**src/rtl/i2cram_pkg.sv**
```systemverilog
// shared types and constants of the i2c register access master
package i2cram_pkg;

    localparam int DEV_ADDR_W = 7;
    localparam int HALF_W     = 16;
    localparam int BYTE_W     = 8;
    localparam int CMD_W      = 2;
    localparam int APB_ADDR_W = 3;
    localparam int APB_DATA_W = 32;

    // both queues hold two items; pointers wrap on their own
    localparam int QUEUE_DEPTH = 2;
    localparam int QPTR_W      = $clog2(QUEUE_DEPTH);
    localparam int QCNT_W      = $clog2(QUEUE_DEPTH + 1);

    localparam logic [DEV_ADDR_W-1:0] DEV_ADDR_RESET = 7'd81;
    localparam logic [HALF_W-1:0]     HALF_RESET     = 16'd5;

    localparam logic [CMD_W-1:0] CMD_TICK  = 2'd0;
    localparam logic [CMD_W-1:0] CMD_WRITE = 2'd1;
    localparam logic [CMD_W-1:0] CMD_READ  = 2'd2;

    // register index taken from paddr[2]
    localparam logic REG_DEVICE_ADDRESS = 1'b0;
    localparam logic REG_HALF_PERIOD    = 1'b1;

    typedef enum logic [1:0] {
        OP_TICK,
        OP_WRITE,
        OP_READ
    } t_op;

    typedef struct packed {
        t_op               op;
        logic [BYTE_W-1:0] reg_addr;
        logic [BYTE_W-1:0] write_data;
        logic              sda_in;
    } t_cmd_item;

    typedef struct packed {
        logic      valid;
        t_cmd_item item;
    } t_front_out;

    typedef struct packed {
        logic              scl_level;
        logic              sda_level;
        logic              sda_drive;
        logic              busy_res;
        logic              done_res;
        logic [BYTE_W-1:0] read_data;
        logic              nack_error;
    } t_result;

endpackage

```
**src/rtl/i2c_register_access_master_top.sv**
```systemverilog
// top level of the i2c register access master: apb registers, front queue and bus engine
// Each item is one timing tick or a request to start a single-register write or read
// on an i2c slave; every item yields one result with the SCL/SDA drive and the status.
// The block takes one item per clock while results are popped: an item is registered
// in a two-entry input queue, the bus engine takes it from there and updates its state
// for it, and the result is registered in a two-entry result queue, from whose head it
// can be popped; the engine stalls while the result queue is full.
// Registers: device_address at byte address 0 (reset 81), half_period_ticks at byte
// address 4 (reset 5, zero acts as one); write them only while the block is idle.
module i2c_register_access_master_top (
    input  logic                                   i_clk,
    input  logic                                   i_rst_n,
    input  logic                                   push,
    output logic                                   full,
    input  logic [i2cram_pkg::CMD_W-1:0]           i_cmd,
    input  logic [i2cram_pkg::BYTE_W-1:0]          i_reg_addr,
    input  logic [i2cram_pkg::BYTE_W-1:0]          i_write_data,
    input  logic                                   i_sda_in,
    output logic                                   empty,
    input  logic                                   pop,
    output logic                                   o_scl_level,
    output logic                                   o_sda_level,
    output logic                                   o_sda_drive,
    output logic                                   o_busy_res,
    output logic                                   o_done_res,
    output logic [i2cram_pkg::BYTE_W-1:0]          o_read_data,
    output logic                                   o_nack_error,
    input  logic                                   psel,
    input  logic                                   penable,
    input  logic                                   pwrite,
    input  logic [i2cram_pkg::APB_ADDR_W-1:0]      paddr,
    input  logic [i2cram_pkg::APB_DATA_W-1:0]      pwdata,
    output logic [i2cram_pkg::APB_DATA_W-1:0]      prdata,
    output logic                                   pready
);
    import i2cram_pkg::*;

    logic [DEV_ADDR_W-1:0] r_device_address;
    logic [HALF_W-1:0]     r_half_period;
    logic                  w_reg_idx;
    logic                  w_take;
    t_front_out            w_front;
    t_result               w_result;

    assign pready    = 1'b1;
    assign w_reg_idx = paddr[2];

    always_ff @(posedge i_clk) begin
        if (!i_rst_n) begin
            r_device_address <= DEV_ADDR_RESET;
            r_half_period    <= HALF_RESET;
        end else if (psel && penable && pwrite && pready) begin
            unique case (w_reg_idx)
                REG_DEVICE_ADDRESS: r_device_address <= pwdata[DEV_ADDR_W-1:0];
                REG_HALF_PERIOD:    r_half_period    <= pwdata[HALF_W-1:0];
                default: ;
            endcase
        end
    end

    always_comb begin
        unique case (w_reg_idx)
            REG_DEVICE_ADDRESS: prdata = APB_DATA_W'(r_device_address);
            REG_HALF_PERIOD:    prdata = APB_DATA_W'(r_half_period);
            default:            prdata = '0;
        endcase
    end

    i2cram_front u_front (
        .i_clk        (i_clk),
        .i_rst_n      (i_rst_n),
        .i_push       (push),
        .o_full       (full),
        .i_cmd        (i_cmd),
        .i_reg_addr   (i_reg_addr),
        .i_write_data (i_write_data),
        .i_sda_in     (i_sda_in),
        .o_front      (w_front),
        .i_take       (w_take)
    );

    i2cram_back u_back (
        .i_clk            (i_clk),
        .i_rst_n          (i_rst_n),
        .i_front          (w_front),
        .o_take           (w_take),
        .i_device_address (r_device_address),
        .i_half_period    (r_half_period),
        .i_pop            (pop),
        .o_empty          (empty),
        .o_result         (w_result)
    );

    assign o_scl_level  = w_result.scl_level;
    assign o_sda_level  = w_result.sda_level;
    assign o_sda_drive  = w_result.sda_drive;
    assign o_busy_res   = w_result.busy_res;
    assign o_done_res   = w_result.done_res;
    assign o_read_data  = w_result.read_data;
    assign o_nack_error = w_result.nack_error;

endmodule

```
**src/rtl/i2cram_front.sv**
```systemverilog
// front end: accepts items, classifies the command and queues them for the bus engine
module i2cram_front (
    input  logic                               i_clk,
    input  logic                               i_rst_n,
    input  logic                               i_push,
    output logic                               o_full,
    input  logic [i2cram_pkg::CMD_W-1:0]       i_cmd,
    input  logic [i2cram_pkg::BYTE_W-1:0]      i_reg_addr,
    input  logic [i2cram_pkg::BYTE_W-1:0]      i_write_data,
    input  logic                               i_sda_in,
    output i2cram_pkg::t_front_out             o_front,
    input  logic                               i_take
);
    import i2cram_pkg::*;

    t_cmd_item          r_q [QUEUE_DEPTH];
    logic [QPTR_W-1:0]  r_wr_ptr;
    logic [QPTR_W-1:0]  r_rd_ptr;
    logic [QCNT_W-1:0]  r_count;
    t_cmd_item          w_item;
    logic               w_push_ok;
    logic               w_pop_ok;

    always_comb begin
        w_item.reg_addr   = i_reg_addr;
        w_item.write_data = i_write_data;
        w_item.sda_in     = i_sda_in;
        unique case (i_cmd)
            CMD_TICK:  w_item.op = OP_TICK;
            CMD_WRITE: w_item.op = OP_WRITE;
            CMD_READ:  w_item.op = OP_READ;
            default:   w_item.op = OP_TICK;  // unused code behaves as a tick
        endcase
    end

    assign o_full    = (r_count == QCNT_W'(QUEUE_DEPTH));
    assign w_push_ok = i_push && !o_full;
    assign w_pop_ok  = i_take && o_front.valid;

    assign o_front.valid = (r_count != '0);
    assign o_front.item  = r_q[r_rd_ptr];

    always_ff @(posedge i_clk) begin
        if (w_push_ok) begin
            r_q[r_wr_ptr] <= w_item;
        end
    end

    always_ff @(posedge i_clk) begin
        if (!i_rst_n) begin
            r_wr_ptr <= '0;
            r_rd_ptr <= '0;
            r_count  <= '0;
        end else begin
            if (w_push_ok) begin
                r_wr_ptr <= r_wr_ptr + 1'b1;
            end
            if (w_pop_ok) begin
                r_rd_ptr <= r_rd_ptr + 1'b1;
            end
            case ({w_push_ok, w_pop_ok})
                2'b10:   r_count <= r_count + 1'b1;
                2'b01:   r_count <= r_count - 1'b1;
                default: r_count <= r_count;
            endcase
        end
    end

endmodule

```
**src/rtl/i2cram_back.sv**
```systemverilog
// back end: i2c bus engine; one queued item per cycle while result queue has room
module i2cram_back (
    input  logic                               i_clk,
    input  logic                               i_rst_n,
    input  i2cram_pkg::t_front_out             i_front,
    output logic                               o_take,
    input  logic [i2cram_pkg::DEV_ADDR_W-1:0]  i_device_address,
    input  logic [i2cram_pkg::HALF_W-1:0]      i_half_period,
    input  logic                               i_pop,
    output logic                               o_empty,
    output i2cram_pkg::t_result                o_result
);
    import i2cram_pkg::*;

    typedef enum logic [3:0] {
        PH_IDLE,
        PH_START_A,
        PH_START_B,
        PH_TX_LOW,
        PH_TX_HIGH,
        PH_ACK_LOW,
        PH_ACK_HIGH,
        PH_RS_LOW,
        PH_RX_LOW,
        PH_RX_HIGH,
        PH_NACK_LOW,
        PH_NACK_HIGH,
        PH_STOP_A,
        PH_STOP_B,
        PH_STOP_C
    } t_phase;

    t_phase             r_phase,      n_phase;
    logic [3:0]         r_bit_count,  n_bit_count;
    logic [BYTE_W-1:0]  r_shift,      n_shift;
    logic [HALF_W-1:0]  r_tick,       n_tick;
    logic [1:0]         r_byte_step,  n_byte_step;
    logic               r_is_read,    n_is_read;
    logic [BYTE_W-1:0]  r_held_reg,   n_held_reg;
    logic [BYTE_W-1:0]  r_held_data,  n_held_data;
    logic [BYTE_W-1:0]  r_last_read,  n_last_read;
    logic               r_error,      n_error;

    t_result            r_rq [QUEUE_DEPTH];
    logic [QPTR_W-1:0]  r_rwr,        n_rwr;
    logic [QPTR_W-1:0]  r_rrd,        n_rrd;
    logic [QCNT_W-1:0]  r_rcount,     n_rcount;

    t_cmd_item          w_item;
    t_result            w_result;
    logic               w_done;
    logic               w_pop_ok;
    logic [HALF_W:0]    w_tick_inc;
    logic [HALF_W-1:0]  w_half;
    logic [3:0]         w_bit_inc;
    logic [BYTE_W-1:0]  w_rx_shift;

    assign w_item     = i_front.item;
    assign o_take     = i_front.valid && (r_rcount != QCNT_W'(QUEUE_DEPTH));
    assign w_pop_ok   = i_pop && (r_rcount != '0);
    assign o_empty    = (r_rcount == '0);
    assign o_result   = r_rq[r_rrd];

    // zero half period counts as one
    assign w_half     = (i_half_period == '0) ? HALF_W'(1) : i_half_period;
    assign w_tick_inc = {1'b0, r_tick} + (HALF_W+1)'(1);
    assign w_bit_inc  = r_bit_count + 4'd1;
    assign w_rx_shift = {r_shift[BYTE_W-2:0], w_item.sda_in};

    // line levels shown for the phase in force when the item arrives
    always_comb begin
        w_result.scl_level = 1'b1;
        w_result.sda_level = 1'b1;
        w_result.sda_drive = 1'b1;
        unique case (r_phase)
            PH_START_B: w_result.sda_level = 1'b0;
            PH_TX_LOW: begin
                w_result.scl_level = 1'b0;
                w_result.sda_level = r_shift[BYTE_W-1];
            end
            PH_TX_HIGH: w_result.sda_level = r_shift[BYTE_W-1];
            PH_ACK_LOW, PH_RX_LOW: begin
                w_result.scl_level = 1'b0;
                w_result.sda_drive = 1'b0;
            end
            PH_ACK_HIGH, PH_RX_HIGH: w_result.sda_drive = 1'b0;
            PH_RS_LOW, PH_NACK_LOW: w_result.scl_level = 1'b0;
            PH_STOP_A: begin
                w_result.scl_level = 1'b0;
                w_result.sda_level = 1'b0;
            end
            PH_STOP_B: w_result.sda_level = 1'b0;
            default: ;
        endcase
        w_result.busy_res   = (n_phase != PH_IDLE);
        w_result.done_res   = w_done;
        w_result.read_data  = n_last_read;
        w_result.nack_error = n_error;
    end

    always_comb begin
        n_phase     = r_phase;
        n_bit_count = r_bit_count;
        n_shift     = r_shift;
        n_tick      = r_tick;
        n_byte_step = r_byte_step;
        n_is_read   = r_is_read;
        n_held_reg  = r_held_reg;
        n_held_data = r_held_data;
        n_last_read = r_last_read;
        n_error     = r_error;
        w_done      = 1'b0;

        if (o_take) begin
            if (w_item.op == OP_WRITE || w_item.op == OP_READ) begin
                // requests while busy are dropped
                if (r_phase == PH_IDLE) begin
                    n_is_read   = (w_item.op == OP_READ);
                    n_held_reg  = w_item.reg_addr;
                    n_held_data = w_item.write_data;
                    n_error     = 1'b0;
                    n_byte_step = 2'd0;
                    n_bit_count = 4'd0;
                    n_tick      = '0;
                    n_shift     = {i_device_address, 1'b0};
                    n_phase     = PH_START_A;
                end
            end else if (r_phase != PH_IDLE) begin
                if (w_tick_inc >= {1'b0, w_half}) begin
                    n_tick = '0;
                    unique case (r_phase)
                        PH_START_A: n_phase = PH_START_B;
                        PH_START_B: begin
                            n_bit_count = 4'd0;
                            n_phase     = PH_TX_LOW;
                        end
                        PH_TX_LOW: n_phase = PH_TX_HIGH;
                        PH_TX_HIGH: begin
                            n_shift     = {r_shift[BYTE_W-2:0], 1'b0};
                            n_bit_count = w_bit_inc;
                            n_phase     = w_bit_inc[3] ? PH_ACK_LOW : PH_TX_LOW;
                        end
                        PH_ACK_LOW: n_phase = PH_ACK_HIGH;
                        PH_ACK_HIGH: begin
                            n_bit_count = 4'd0;
                            if (w_item.sda_in) begin
                                // missing ack: abort with a stop
                                n_error = 1'b1;
                                n_phase = PH_STOP_A;
                            end else if (r_byte_step == 2'd0) begin
                                n_shift     = r_held_reg;
                                n_byte_step = 2'd1;
                                n_phase     = PH_TX_LOW;
                            end else if (r_byte_step == 2'd1) begin
                                n_byte_step = 2'd2;
                                if (r_is_read) begin
                                    n_shift = {i_device_address, 1'b1};
                                    n_phase = PH_RS_LOW;
                                end else begin
                                    n_shift = r_held_data;
                                    n_phase = PH_TX_LOW;
                                end
                            end else if (r_byte_step == 2'd2 && r_is_read) begin
                                n_byte_step = 2'd3;
                                n_shift     = '0;
                                n_phase     = PH_RX_LOW;
                            end else begin
                                n_phase = PH_STOP_A;
                            end
                        end
                        PH_RS_LOW: n_phase = PH_START_A;
                        PH_RX_LOW: n_phase = PH_RX_HIGH;
                        PH_RX_HIGH: begin
                            n_shift     = w_rx_shift;
                            n_bit_count = w_bit_inc;
                            if (w_bit_inc[3]) begin
                                n_last_read = w_rx_shift;
                                n_phase     = PH_NACK_LOW;
                            end else begin
                                n_phase = PH_RX_LOW;
                            end
                        end
                        PH_NACK_LOW:  n_phase = PH_NACK_HIGH;
                        PH_NACK_HIGH: n_phase = PH_STOP_A;
                        PH_STOP_A:    n_phase = PH_STOP_B;
                        PH_STOP_B:    n_phase = PH_STOP_C;
                        PH_STOP_C: begin
                            n_phase = PH_IDLE;
                            w_done  = 1'b1;
                        end
                        default: n_phase = PH_IDLE;
                    endcase
                end else begin
                    n_tick = w_tick_inc[HALF_W-1:0];
                end
            end
        end
    end

    always_comb begin
        n_rwr    = o_take   ? r_rwr + 1'b1 : r_rwr;
        n_rrd    = w_pop_ok ? r_rrd + 1'b1 : r_rrd;
        n_rcount = r_rcount;
        case ({o_take, w_pop_ok})
            2'b10:   n_rcount = r_rcount + 1'b1;
            2'b01:   n_rcount = r_rcount - 1'b1;
            default: n_rcount = r_rcount;
        endcase
    end

    always_ff @(posedge i_clk) begin
        if (o_take) begin
            r_rq[r_rwr] <= w_result;
        end
        if (!i_rst_n) begin
            r_phase     <= PH_IDLE;
            r_bit_count <= '0;
            r_shift     <= '0;
            r_tick      <= '0;
            r_byte_step <= '0;
            r_is_read   <= 1'b0;
            r_held_reg  <= '0;
            r_held_data <= '0;
            r_last_read <= '0;
            r_error     <= 1'b0;
            r_rwr       <= '0;
            r_rrd       <= '0;
            r_rcount    <= '0;
        end else begin
            r_phase     <= n_phase;
            r_bit_count <= n_bit_count;
            r_shift     <= n_shift;
            r_tick      <= n_tick;
            r_byte_step <= n_byte_step;
            r_is_read   <= n_is_read;
            r_held_reg  <= n_held_reg;
            r_held_data <= n_held_data;
            r_last_read <= n_last_read;
            r_error     <= n_error;
            r_rwr       <= n_rwr;
            r_rrd       <= n_rrd;
            r_rcount    <= n_rcount;
        end
    end

endmodule

```
**config.mk**
```make
export PLATFORM = sky130hd
export DESIGN_NAME = i2c_register_access_master_top
export DESIGN_NICKNAME = d
export VERILOG_FILES = /design/src/rtl/i2cram_pkg.sv /design/src/rtl/i2c_register_access_master_top.sv /design/src/rtl/i2cram_front.sv /design/src/rtl/i2cram_back.sv
export SDC_FILE = /design/constraint.sdc
export NUM_CORES = 1
export LEC_CHECK = 0
export ABC_AREA = 0
export BUFFER_PORTS_ARGS = -buffer_cell sky130_fd_sc_hd__buf_2
export CELL_PAD_IN_SITES_DETAIL_PLACEMENT = 0
export CELL_PAD_IN_SITES_GLOBAL_PLACEMENT = 1
export CORE_ASPECT_RATIO = 0.5
export CORE_MARGIN = 10
export CORE_UTILIZATION = 45
export DETAILED_ROUTE_END_ITERATION = 16
export PLACE_DENSITY = 0.83
export REMOVE_ABC_BUFFERS = 1
export SETUP_SLACK_MARGIN = 0.3
export SLEW_MARGIN = 20
export SYNTH_ARGS = -nofsm -noshare
export SYNTH_HDL_FRONTEND = slang
export SYNTH_SLANG_ARGS = --single-unit
export TNS_END_PERCENT = 100
```
**constraint.sdc**
```tcl
create_clock -name i_clk -period 4.3 [get_ports i_clk]
set_clock_uncertainty 0.15 [all_clocks]
set_input_delay 0.86 -clock i_clk [delete_from_list [all_inputs] [get_ports i_clk]]
set_output_delay 0.86 -clock i_clk [all_outputs]
set_load 0.03 [all_outputs]
```
==> impl_metrics.tcl, run 1 <==
set metrics [dict create \
    ff_latch_area_mm2 0.00384 \
    synth.yosys.seq_area_share 0.508 \
    crit_family "compound AO/OA/AOI/OAI gates" \
    max_slew.worst_pin.slew_ns 0.968 \
    timing.setup.critical_path_class "flop to flop" \
    layout.nets 890 \
    floorplan.rows 33 \
    synth.yosys.warnings 0 \
    cellPowerDensity_mw_per_mm2 575 \
    place.gp.congestion 0.821 \
    drc 0 \
    power.total_mw 4.98 \
    largest-register "u_front.r_q" \
    clock_tree_from_tritoncts "done" \
    internal_power_mw 3.26 \
    die-width_um 203 \
    pre_cts_slack_ns 0.434 \
    syn-cell-area_mm2 0.00756 \
    grt_pass1_vias 5427 \
    required_ns 4.46 \
    number_of_antenna_violations_at_the_first_check_in_global_routing 1 \
    timing.critical_path.slowest_cell_delay_ns 0.58 \
    endpoint_kind "flop" \
    vias_cell 5.28 \
    ant_nets 0 \
    ys_top_cells_by_count "nor2_1 (94), dfxtp_1 (93), nand2_1 (73)" \
    status "completed" \
    setup_viol 0 \
    cp.arrival_ns 3.92 \
    cts_root_buffer "clkbuf_16" \
    worst_path_cell_trace "ha_1 > nand3_1 > nor2_2 > xor2_1 > ha_1 > nand4_1 > nor3_1 > o41a_1 > o211ai_4 > mux2_2 > and2_1" \
    fillerInstances 1515 \
    detailroute.via_count 5525 \
    floorplan.initialDensity 0.460 \
    reg.largest.list "u_front.r_q x38, u_back.r_rq x28" \
    ir_drop_mv 0.361 \
    rsz0062_at_grt "yes" \
    swShare 0.345 \
    ys.flop_type "dfxtp_1" \
    asyncSetResetFlopFracSynth 0 \
    synth-edff-count 66 \
    critPathLaunchType "flop" \
    worst_hold_path_type "flop to flop" \
    path_common_cell "ha_1" \
    synthDominantCellAreaShare 0.262 \
    area_delta_synth_final_pct 14.5 \
    drt_iter0_drc 380 \
    fin_crit_ns 3.76 \
    numPortBuffers 74 \
    ios 110 \
    static-leakage-power_nw 3.25 \
    synth_cell_type_count 67 \
    clock_latency_on_the_worst_skew_pair_ns 0.42 \
    drt-wirelength-per-cell_um 16.7 \
    drive_above_1_share 0.197 \
    p_comb_frac 0.291 \
    gr-usage-all-layers 0.152 \
    top_cells_by_area_in_the_synthesized_netlist "edfxtp_1 (26%), dfxtp_1 (25%), mux2i_1 (4.9%)" \
    worstPathBufferInverterCount 0 \
    globalRoute.totalOverflow 0 \
    grt_max_degree 50 \
    cts_buffer_depth 2 \
    slew_headroom 0.354 \
    slew_viol_final 0 \
    synth_area_leader "edfxtp_1" \
    crit_path_slowest_cell "o41a_1" \
    avgSynthCellArea_um2 10.2 \
    worstPathMaxFanout 11 \
    htreeDepth 4 \
    p_clk_frac 0.298 \
    die_height_um 112 \
    drt_first_pass_iters 5 \
    cts_hold_repair.buffers 0 \
    max_freq_mhz 266 \
    fin_crit_sh 0.874 \
    design.core.area_mm2 0.0164 \
    netlist_instances 743 \
    clock_sinks 159 \
    final-hold-violation-count 0 \
    seq_power_share 0.411 \
    multi_input_comb_area_mm2 0.00338 \
    grt_first_pass_wirelength_mm 28.5 \
    p_sw_mw 1.72 \
    ys_seq_elements 159 \
    synth.most_common_cell "nor2_1" \
    number_of_flip_flops_under_the_largest_register_name 38 \
    cts.clk_slew.worst_paths_ns 0.06 \
    cts_inserted_buffers 17 \
    place_hpwl_mm 12.3 \
    total_routed_wirelength_mm 17.5 \
    postLayoutSetupSlackWorst_ns 0.540 \
    die_area_mm2 0.0227 \
    fin_setup_tns_ns 0 \
    fin_util 0.527 \
    maxCapViolations 0 \
]
## power groups by stage
stage | Sequential (mW) | Clock [mW] | Combinational [mW]
final | 2.05 | 1.49 | 1.45
after global routing | 2.08 | 1.56 | 1.61
after CTS | 2.05 | 1.51 | 1.46
after detailed placement | 2.07 | 0 | 1.44
after global placement | 2.06 | 0 | 1.42
after floorplan | 2.04 | 0 | 1.04
## metal layers
layer / vias to the layer above / global-route usage / wire length (um)
li1: 2756 / - / -
met1: 2636 / 0.212 / 8830
met2: 123 / 0.227 / 7710
met3: 10 / 0.0434 / 872
met4: 0 / 0.0366 / 116
met5: - / 0 / 0
## cell type report
class                           instances  area share
Antenna cell                            1    0.000289
Tap cell                              227      0.0328
Clock inverter                          9      0.0113
Inverter                               30      0.0130
Clock buffer                           23      0.0564
Timing Repair Buffer                   85      0.0523
Sequential cell                       159       0.444
Multi-Input combinational cell        513       0.390
## cell usage in the layout (no fill, tap or decap), types with 11 or more instances in the layout
cell | netlist | routed
a211oi_1 | 20 | 20
a21oi_1 | 42 | 42
a22oi_1 | 15 | 15
buf_2 | 3 | 74
buf_4 | 17 | 11
clkbuf_16 | 0 | 17
conb_1 | 2 | 17
dfxtp_1 | 93 | 93
edfxtp_1 | 66 | 66
ha_1 | 23 | 23
inv_1 | 29 | 28
mux2_2 | 23 | 23
mux2i_1 | 37 | 37
nand2_1 | 73 | 73
nand3_1 | 19 | 19
nor2_1 | 94 | 93
o21ai_0 | 13 | 13
xnor2_1 | 14 | 14
## worst min-delay path, stage by stage (launching register included)
cell and delay (ns):
dfxtp_1 0.32, nand2_1 0.06, a21oi_1 0.05
## worst paths after layout
kind,from,end,slack (ns),cells past startpoint
max,u_back.r_tick[0]$_SDFFE_PN0P_,u_back.r_last_read[7]$_SDFF_PN0_,0.54,11
min,r_half_period[14]$_SDFFE_PN0P_,r_half_period[14]$_SDFFE_PN0P_,0.33,2
max reg2reg,u_back.r_tick[0]$_SDFFE_PN0P_,u_back.r_last_read[7]$_SDFF_PN0_,0.54,11
min reg2reg,r_half_period[14]$_SDFFE_PN0P_,r_half_period[14]$_SDFFE_PN0P_,0.33,2
## cells by family (layout without fill, tap and decap cells)
group / after synthesis / in the layout / synth area share
compound gates: 140 / 140 / 0.131
xor+xnor: 23 / 23 / 0.0266
fa+ha+maj: 23 / 23 / 0.0380
buf+inv: 86 / 147 / 0.0546
flops: 159 / 159 / 0.508
mux: 67 / 67 / 0.0969
other cells: 2 / 18 / 0.000993
simple gates: 243 / 243 / 0.144
## per-stage QoR
step | instance area (um^2) | instances | hold WS [ns]
6_report | 8660 | 1047 | 0.328
5_1_grt | 8650 | 1046 | 0.355
4_1_cts | 8630 | 1045 | 0.326
3_5_place_dp | 8050 | 1013 | 0.318
3_3_place_gp | 8050 | 1013 | 0.303
2_1_floorplan | 7320 | 702 | 0.285
## timing repair
| item | in CTS | in global routing |
|---|---|---|
| resized for setup | 0 | 1 |
| buffers inserted | 0 | 1 |
| setup endpoints to repair | 0 | 26 |
Power figures use the tool's default switching activity.
==> run 2, diff against run 1 <==
--- a/config.mk
+++ b/config.mk
@@ -19,5 +19,6 @@
 export SLEW_MARGIN = 20
 export SYNTH_ARGS = -nofsm -noshare
 export SYNTH_HDL_FRONTEND = slang
+export SYNTH_HIERARCHICAL = 1
 export SYNTH_SLANG_ARGS = --single-unit
 export TNS_END_PERCENT = 100
==> impl_metrics.tcl, run 2 <==
set metrics [dict create \
    postLayoutSetupSlackWorst_ns 0.484 \
    fin_util 0.524 \
    worst_hold_path_type "flop to flop" \
    place_hpwl_mm 12.5 \
    setup_viol 0 \
    timing.setup.critical_path_class "flop to flop" \
    cts_inserted_buffers 17 \
    ios 110 \
    die_height_um 114 \
    synth.most_common_cell "nand2_1" \
    area_delta_synth_final_pct 14.7 \
    static-leakage-power_nw 3.46 \
    reg.largest.list "u_front/r_q x38, u_back/r_rq x28" \
    ant_nets 0 \
    final-hold-violation-count 0 \
    pre_cts_slack_ns 0.264 \
    worstPathBufferInverterCount 2 \
    critPathLaunchType "flop" \
    clock_latency_on_the_worst_skew_pair_ns 0.43 \
    most_used_cells_in_the_layout_excluding_fill_and_tap_cells "nand2_1 (105), dfxtp_1 (92), buf_2 (74)" \
    grt_max_degree 101 \
    floorplan.initialDensity 0.457 \
    drt-wirelength-per-cell_um 16.2 \
    netlist_instances 781 \
    ys.flop_type "dfxtp_1" \
    synth_area_leader "edfxtp_1" \
    required_ns 4.47 \
    layout.nets 930 \
    ys_top_cells_by_count "nand2_1 (105), dfxtp_1 (93), edfxtp_1 (66)" \
    max_freq_mhz 262 \
    globalRoute.busiestLayer "met2" \
    avgSynthCellArea_um2 10.1 \
    layout.cells.non_filler 1093 \
    endpoint_kind "flop" \
    detailroute.via_count 5773 \
    die-width_um 207 \
    detailed_place.area_mm2 0.00843 \
    fin_crit_sh 0.887 \
    vias_cell 5.28 \
    crit_path_slowest_cell "or4_4" \
    globalRoute.totalOverflow 0 \
    grt_use_met1 0.194 \
    path_common_cell "buf_12" \
    synth_cell_type_count 71 \
    top_cells_by_area_in_the_synthesized_netlist "edfxtp_1 (25%), dfxtp_1 (24%), mux2_2 (6.9%)" \
    worstPathMaxFanout 11 \
    ir_drop_mv 0.336 \
    place.gp.congestion 0.885 \
    design_area_mm2 0.00905 \
    cellPowerDensity_mw_per_mm2 550 \
    clock_sinks 159 \
    slew_headroom 0.377 \
    largest-register "u_front/r_q" \
    fin_crit_ns 3.82 \
    number_of_flip_flops_under_the_largest_register_name 38 \
    htreeDepth 4 \
    grt_first_pass_wirelength_mm 29.1 \
    clock_tree_from_tritoncts "done" \
    synth-edff-count 66 \
    cts.clk_slew.worst_paths_ns 0.07 \
    timing.critical_path.slowest_cell_delay_ns 0.59 \
    grt_pass1_vias 5717 \
    max_slew.worst_pin.slew_ns 0.935 \
    cts_hold_repair.buffers 0 \
    gr-usage-all-layers 0.150 \
    fillerInstances 1553 \
    power.total_mw 4.98 \
    crit_family "simple AND/OR/NAND/NOR gates" \
    die_area_mm2 0.0235 \
    cts_buffer_depth 2 \
    synthDominantCellAreaShare 0.251 \
    fin_setup_tns_ns 0 \
    number_of_antenna_violations_at_the_first_check_in_global_routing 0 \
    slew_viol_final 0 \
    design.core.area_mm2 0.0173 \
    maxCapViolations 0 \
    number_of_cells_in_the_design_after_placement 1061 \
    floorplan.rows 34 \
    total_routed_wirelength_mm 17.7 \
    cp.arrival_ns 3.99 \
    layout.cells.most_common "nand2_1" \
    drc 0 \
    globalRouteMet3Util 0.0407 \
    cts_root_buffer "clkbuf_16" \
    drive_above_1_share 0.222 \
    hold-worst-slack_ns 0.306 \
    ys_seq_elements 159 \
    antenna_cells 0 \
    synth.yosys.warnings 6 \
    syn-cell-area_mm2 0.00789 \
    status "completed" \
    drt_iter0_drc 334 \
    asyncSetResetFlopFracSynth 0 \
    m2_gr_usage 0.243 \
    synth.yosys.seq_area_share 0.487 \
    numPortBuffers 74 \
    drt_first_pass_iters 5 \
    rsz0062_at_grt "no" \
    worst_path_cell_trace "ha_2 > nand3_2 > or4_4 > nor2_2 > xor2_2 > ha_1 > nand3_1 > nor3_1 > o211ai_1 > buf_12 > a211oi_4 > buf_12 > mux2_2 > and2_1" \
]
[run 2: final timing paths]
path,slack [ns],start,end,cells after the start
hold reg to reg,0.31,u_back/r_held_data[1]$_SDFFE_PN0P_,u_back/r_held_data[1]$_SDFFE_PN0P_,2
setup / recovery,0.48,u_back/r_tick[1]$_SDFFE_PN0P_,u_back/r_last_read[5]$_SDFF_PN0_,14
setup reg to reg,0.48,u_back/r_tick[1]$_SDFFE_PN0P_,u_back/r_last_read[5]$_SDFF_PN0_,14
hold / removal,0.31,u_back/r_held_data[1]$_SDFFE_PN0P_,u_back/r_held_data[1]$_SDFFE_PN0P_,2
[run 2: cells by family after synthesis]
family	count (synthesis)	share of synthesized area
other	2	0.000952
adder cells (fa/ha/maj)	23	0.0365
multiplexers	81	0.110
flip-flops	159	0.487
AO/OA/AOI/OAI	134	0.114
buffers and inverters	90	0.0574
AND/OR/NAND/NOR	269	0.168
XOR/XNOR	23	0.0255
[run 2: routing by layer]
metal	routed length, um	part of all wire
met5	0	0
met4	181	0.010
met3	846	0.048
met2	8110	0.46
met1	8550	0.48
[run 2: area by class of cell]
type                    count  area, um^2  area share
inverters                  28         105      0.0116
repair buffers             93         538      0.0595
well taps                 234         293      0.0324
clock buffers              18         429      0.0474
flip-flops and latches    159        3840       0.425
clock inverters            14         156      0.0173
multi-input cells         547        3680       0.407
[run 2: power by group]
group          total (mW)  internal [mW]  switching, mW
combinational        1.51          0.556          0.951
sequential           1.95           1.82          0.135
clock                1.52          0.868          0.650
total                4.98           3.24           1.74
[run 2: what timing repair did]
action | 4_1_cts | 5_1_grt
hold endpoints to repair | 0 | 0
buffers inserted | 0 | 0
gates cloned | 0 | 0
setup endpoints to repair | 26 | 57
resized for setup | 2 | 6
pin swaps | 0 | 2
[run 2: worst min-delay path, cell delays in order, from the launching register on]
cell and delay [ns]:
dfxtp_1 0.31, nand2_1 0.05, a21oi_1 0.05
==> run 3, diff against run 2 <==
--- a/config.mk
+++ b/config.mk
@@ -9,7 +9,7 @@
 export BUFFER_PORTS_ARGS = -buffer_cell sky130_fd_sc_hd__buf_2
 export CELL_PAD_IN_SITES_DETAIL_PLACEMENT = 0
 export CELL_PAD_IN_SITES_GLOBAL_PLACEMENT = 1
-export CORE_ASPECT_RATIO = 0.5
+export CORE_ASPECT_RATIO = 0.9
 export CORE_MARGIN = 10
 export CORE_UTILIZATION = 45
 export DETAILED_ROUTE_END_ITERATION = 16
==> impl_metrics.tcl, run 3 (synthesis gave the netlist of run 2 again) <==
set metrics [dict create \
    status "completed" \
    worstPathMaxFanout 8 \
    vias_cell 5.32 \
    reg.largest.list "u_front/r_q x38, u_back/r_rq x28" \
    slew_viol_final 0 \
    fin_setup_tns_ns 0 \
    timing.setup.critical_path_class "flop to flop" \
    largest-register "u_front/r_q" \
    drt-wirelength-per-cell_um 16.0 \
    static-leakage-power_nw 3.43 \
    antenna_cells 0 \
    numPortBuffers 74 \
    number_of_antenna_violations_at_the_first_check_in_global_routing 0 \
    grt_max_degree 101 \
    die-width_um 160 \
    grt_first_pass_wirelength_mm 28.4 \
    worst_hold_path_type "flop to flop" \
    clock_latency_on_the_worst_skew_pair_ns 0.42 \
    slew_headroom 0.374 \
    ant_nets 0 \
    htreeDepth 4 \
    globalRoute.totalOverflow 0 \
    cts_buffer_depth 2 \
    cellPowerDensity_mw_per_mm2 540 \
    floorplan.rows 45 \
    die_height_um 146 \
    max_slew.worst_pin.slew_ns 0.939 \
    clock_tree_from_tritoncts "done" \
    path_common_cell "a21o_1" \
    area_delta_synth_final_pct 14.5 \
    detailroute.via_count 5829 \
    layout.nets 931 \
    gr-usage-all-layers 0.149 \
    most_used_cells_in_the_layout_excluding_fill_and_tap_cells "nand2_1 (105), dfxtp_1 (92), buf_2 (74)" \
    fin_crit_ns 3.82 \
    final-hold-violation-count 0 \
    critPathLaunchType "flop" \
    worst_path_cell_trace "ha_2 > nand3_2 > or4_4 > nor2_1 > xor2_1 > ha_1 > a21o_1 > a21o_1 > a211oi_2 > buf_4 > a211oi_4 > buf_12 > mux2_2 > and2_1" \
    design.core.area_mm2 0.0171 \
    place.gp.congestion 0.863 \
    endpoint_kind "flop" \
    total_routed_wirelength_mm 17.5 \
    layout.cells.non_filler 1095 \
    place_hpwl_mm 12.1 \
    cts_inserted_buffers 17 \
    timing.critical_path.slowest_cell_delay_ns 0.59 \
    cts_root_buffer "clkbuf_16" \
    ir_drop_mv 0.362 \
    cp.arrival_ns 3.98 \
    regToRegSetupSlack_ns 0.48 \
    max_freq_mhz 262 \
    number_of_cells_in_the_design_after_placement 1062 \
    crit_path_slowest_cell "or4_4" \
    die_area_mm2 0.0232 \
    drt_iter0_drc 381 \
    depth_of_the_worst_register_to_register_path 14 \
    required_ns 4.46 \
    ios 110 \
    maxCapViolations 0 \
    cts_hold_repair.buffers 0 \
    setup_viol 0 \
    drc 0 \
    floorplan.initialDensity 0.462 \
    clock_sinks 159 \
    layout.cells.most_common "nand2_1" \
    rsz0062_at_grt "no" \
    fin_crit_sh 0.888 \
    hold_depth 2 \
    cts.clk_slew.worst_paths_ns 0.06 \
    grt_pass1_vias 5488 \
    drive_above_1_share 0.222 \
    fillerInstances 1553 \
    drt_first_pass_iters 5 \
    number_of_flip_flops_under_the_largest_register_name 38 \
]
[run 3: cell types whose count changed in the layout (fill, tap and decap cells not counted), sizes merged]
cell / previous run / this run
buf: 93 / 94
clkbuf: 18 / 20
clkinvlp: 3 / 5
inv: 33 / 29
[run 3: critical path: cells and delay by family (launching register included)]
kind / cells / cell delay (ns)
mux: 1 / 0.29
fa+ha+maj: 2 / 0.53
compound gates: 4 / 0.76
buf+inv: 2 / 0.36
flops: 1 / 0.38
simple gates: 4 / 1.01
xor+xnor: 1 / 0.22
[run 3: timing repair]
action	CTS	global route
setup endpoints to repair	24	44
pin swaps	1	2
endpoints found under the hold margin	0	0
setup buffers	1	0
gates resized for setup	0	8
[run 3: final timing paths]
path | start | end
worst min-delay path | u_back/r_held_reg[2]$_SDFFE_PN0P_ | u_back/r_held_reg[2]$_SDFFE_PN0P_
worst max-delay path | u_back/r_tick[1]$_SDFFE_PN0P_ | u_back/r_last_read[5]$_SDFF_PN0_
worst min register to register | u_back/r_held_reg[2]$_SDFFE_PN0P_ | u_back/r_held_reg[2]$_SDFFE_PN0P_
worst max register to register | u_back/r_tick[1]$_SDFFE_PN0P_ | u_back/r_last_read[5]$_SDFF_PN0_
[run 3: through the flow]
step / setup slack (ns) / total power, mW / utilization / cell area [um^2] / hold WS [ns]
after floorplan: 0.509 / 2.96 / - / 7600 / 0.286
after global placement: 0.368 / 3.42 / 0.493 / 8420 / 0.293
after detailed placement: 0.293 / 3.44 / 0.493 / 8420 / 0.298
after CTS: 0.325 / 4.91 / 0.527 / 9000 / 0.306
after global routing: 0.307 / 5.15 / 0.529 / 9030 / 0.318
final: 0.481 / 4.88 / 0.529 / 9030 / 0.303
[run 3: power by group]
| part | leakage [nW] | internal, mW | switching (mW) |
|---|---|---|---|
| combinational | 1.81 | 0.532 | 0.927 |
| clock | 0.261 | 0.857 | 0.609 |
| sequential | 1.36 | 1.82 | 0.135 |
| total | 3.43 | 3.21 | 1.67 |
[run 3: metal layers]
layer / vias to the layer above / share of wire / track usage
met5: - / 0 / 0
met1: 2763 / 0.48 / 0.202
met2: 160 / 0.45 / 0.224
met3: 19 / 0.061 / 0.0384
met4: 0 / 0.013 / 0.0514
li1: 2887 / - / -
[run 3: cell type report]
type | instances | area [um^2] | share of cell area
repair buffers | 94 | 533 | 0.0590
flip-flops and latches | 159 | 3840 | 0.426
multi-input cells | 547 | 3680 | 0.408
clock buffers | 20 | 437 | 0.0484
clock inverters | 12 | 136 | 0.0151
inverters | 28 | 105 | 0.0116
well taps | 235 | 294 | 0.0326
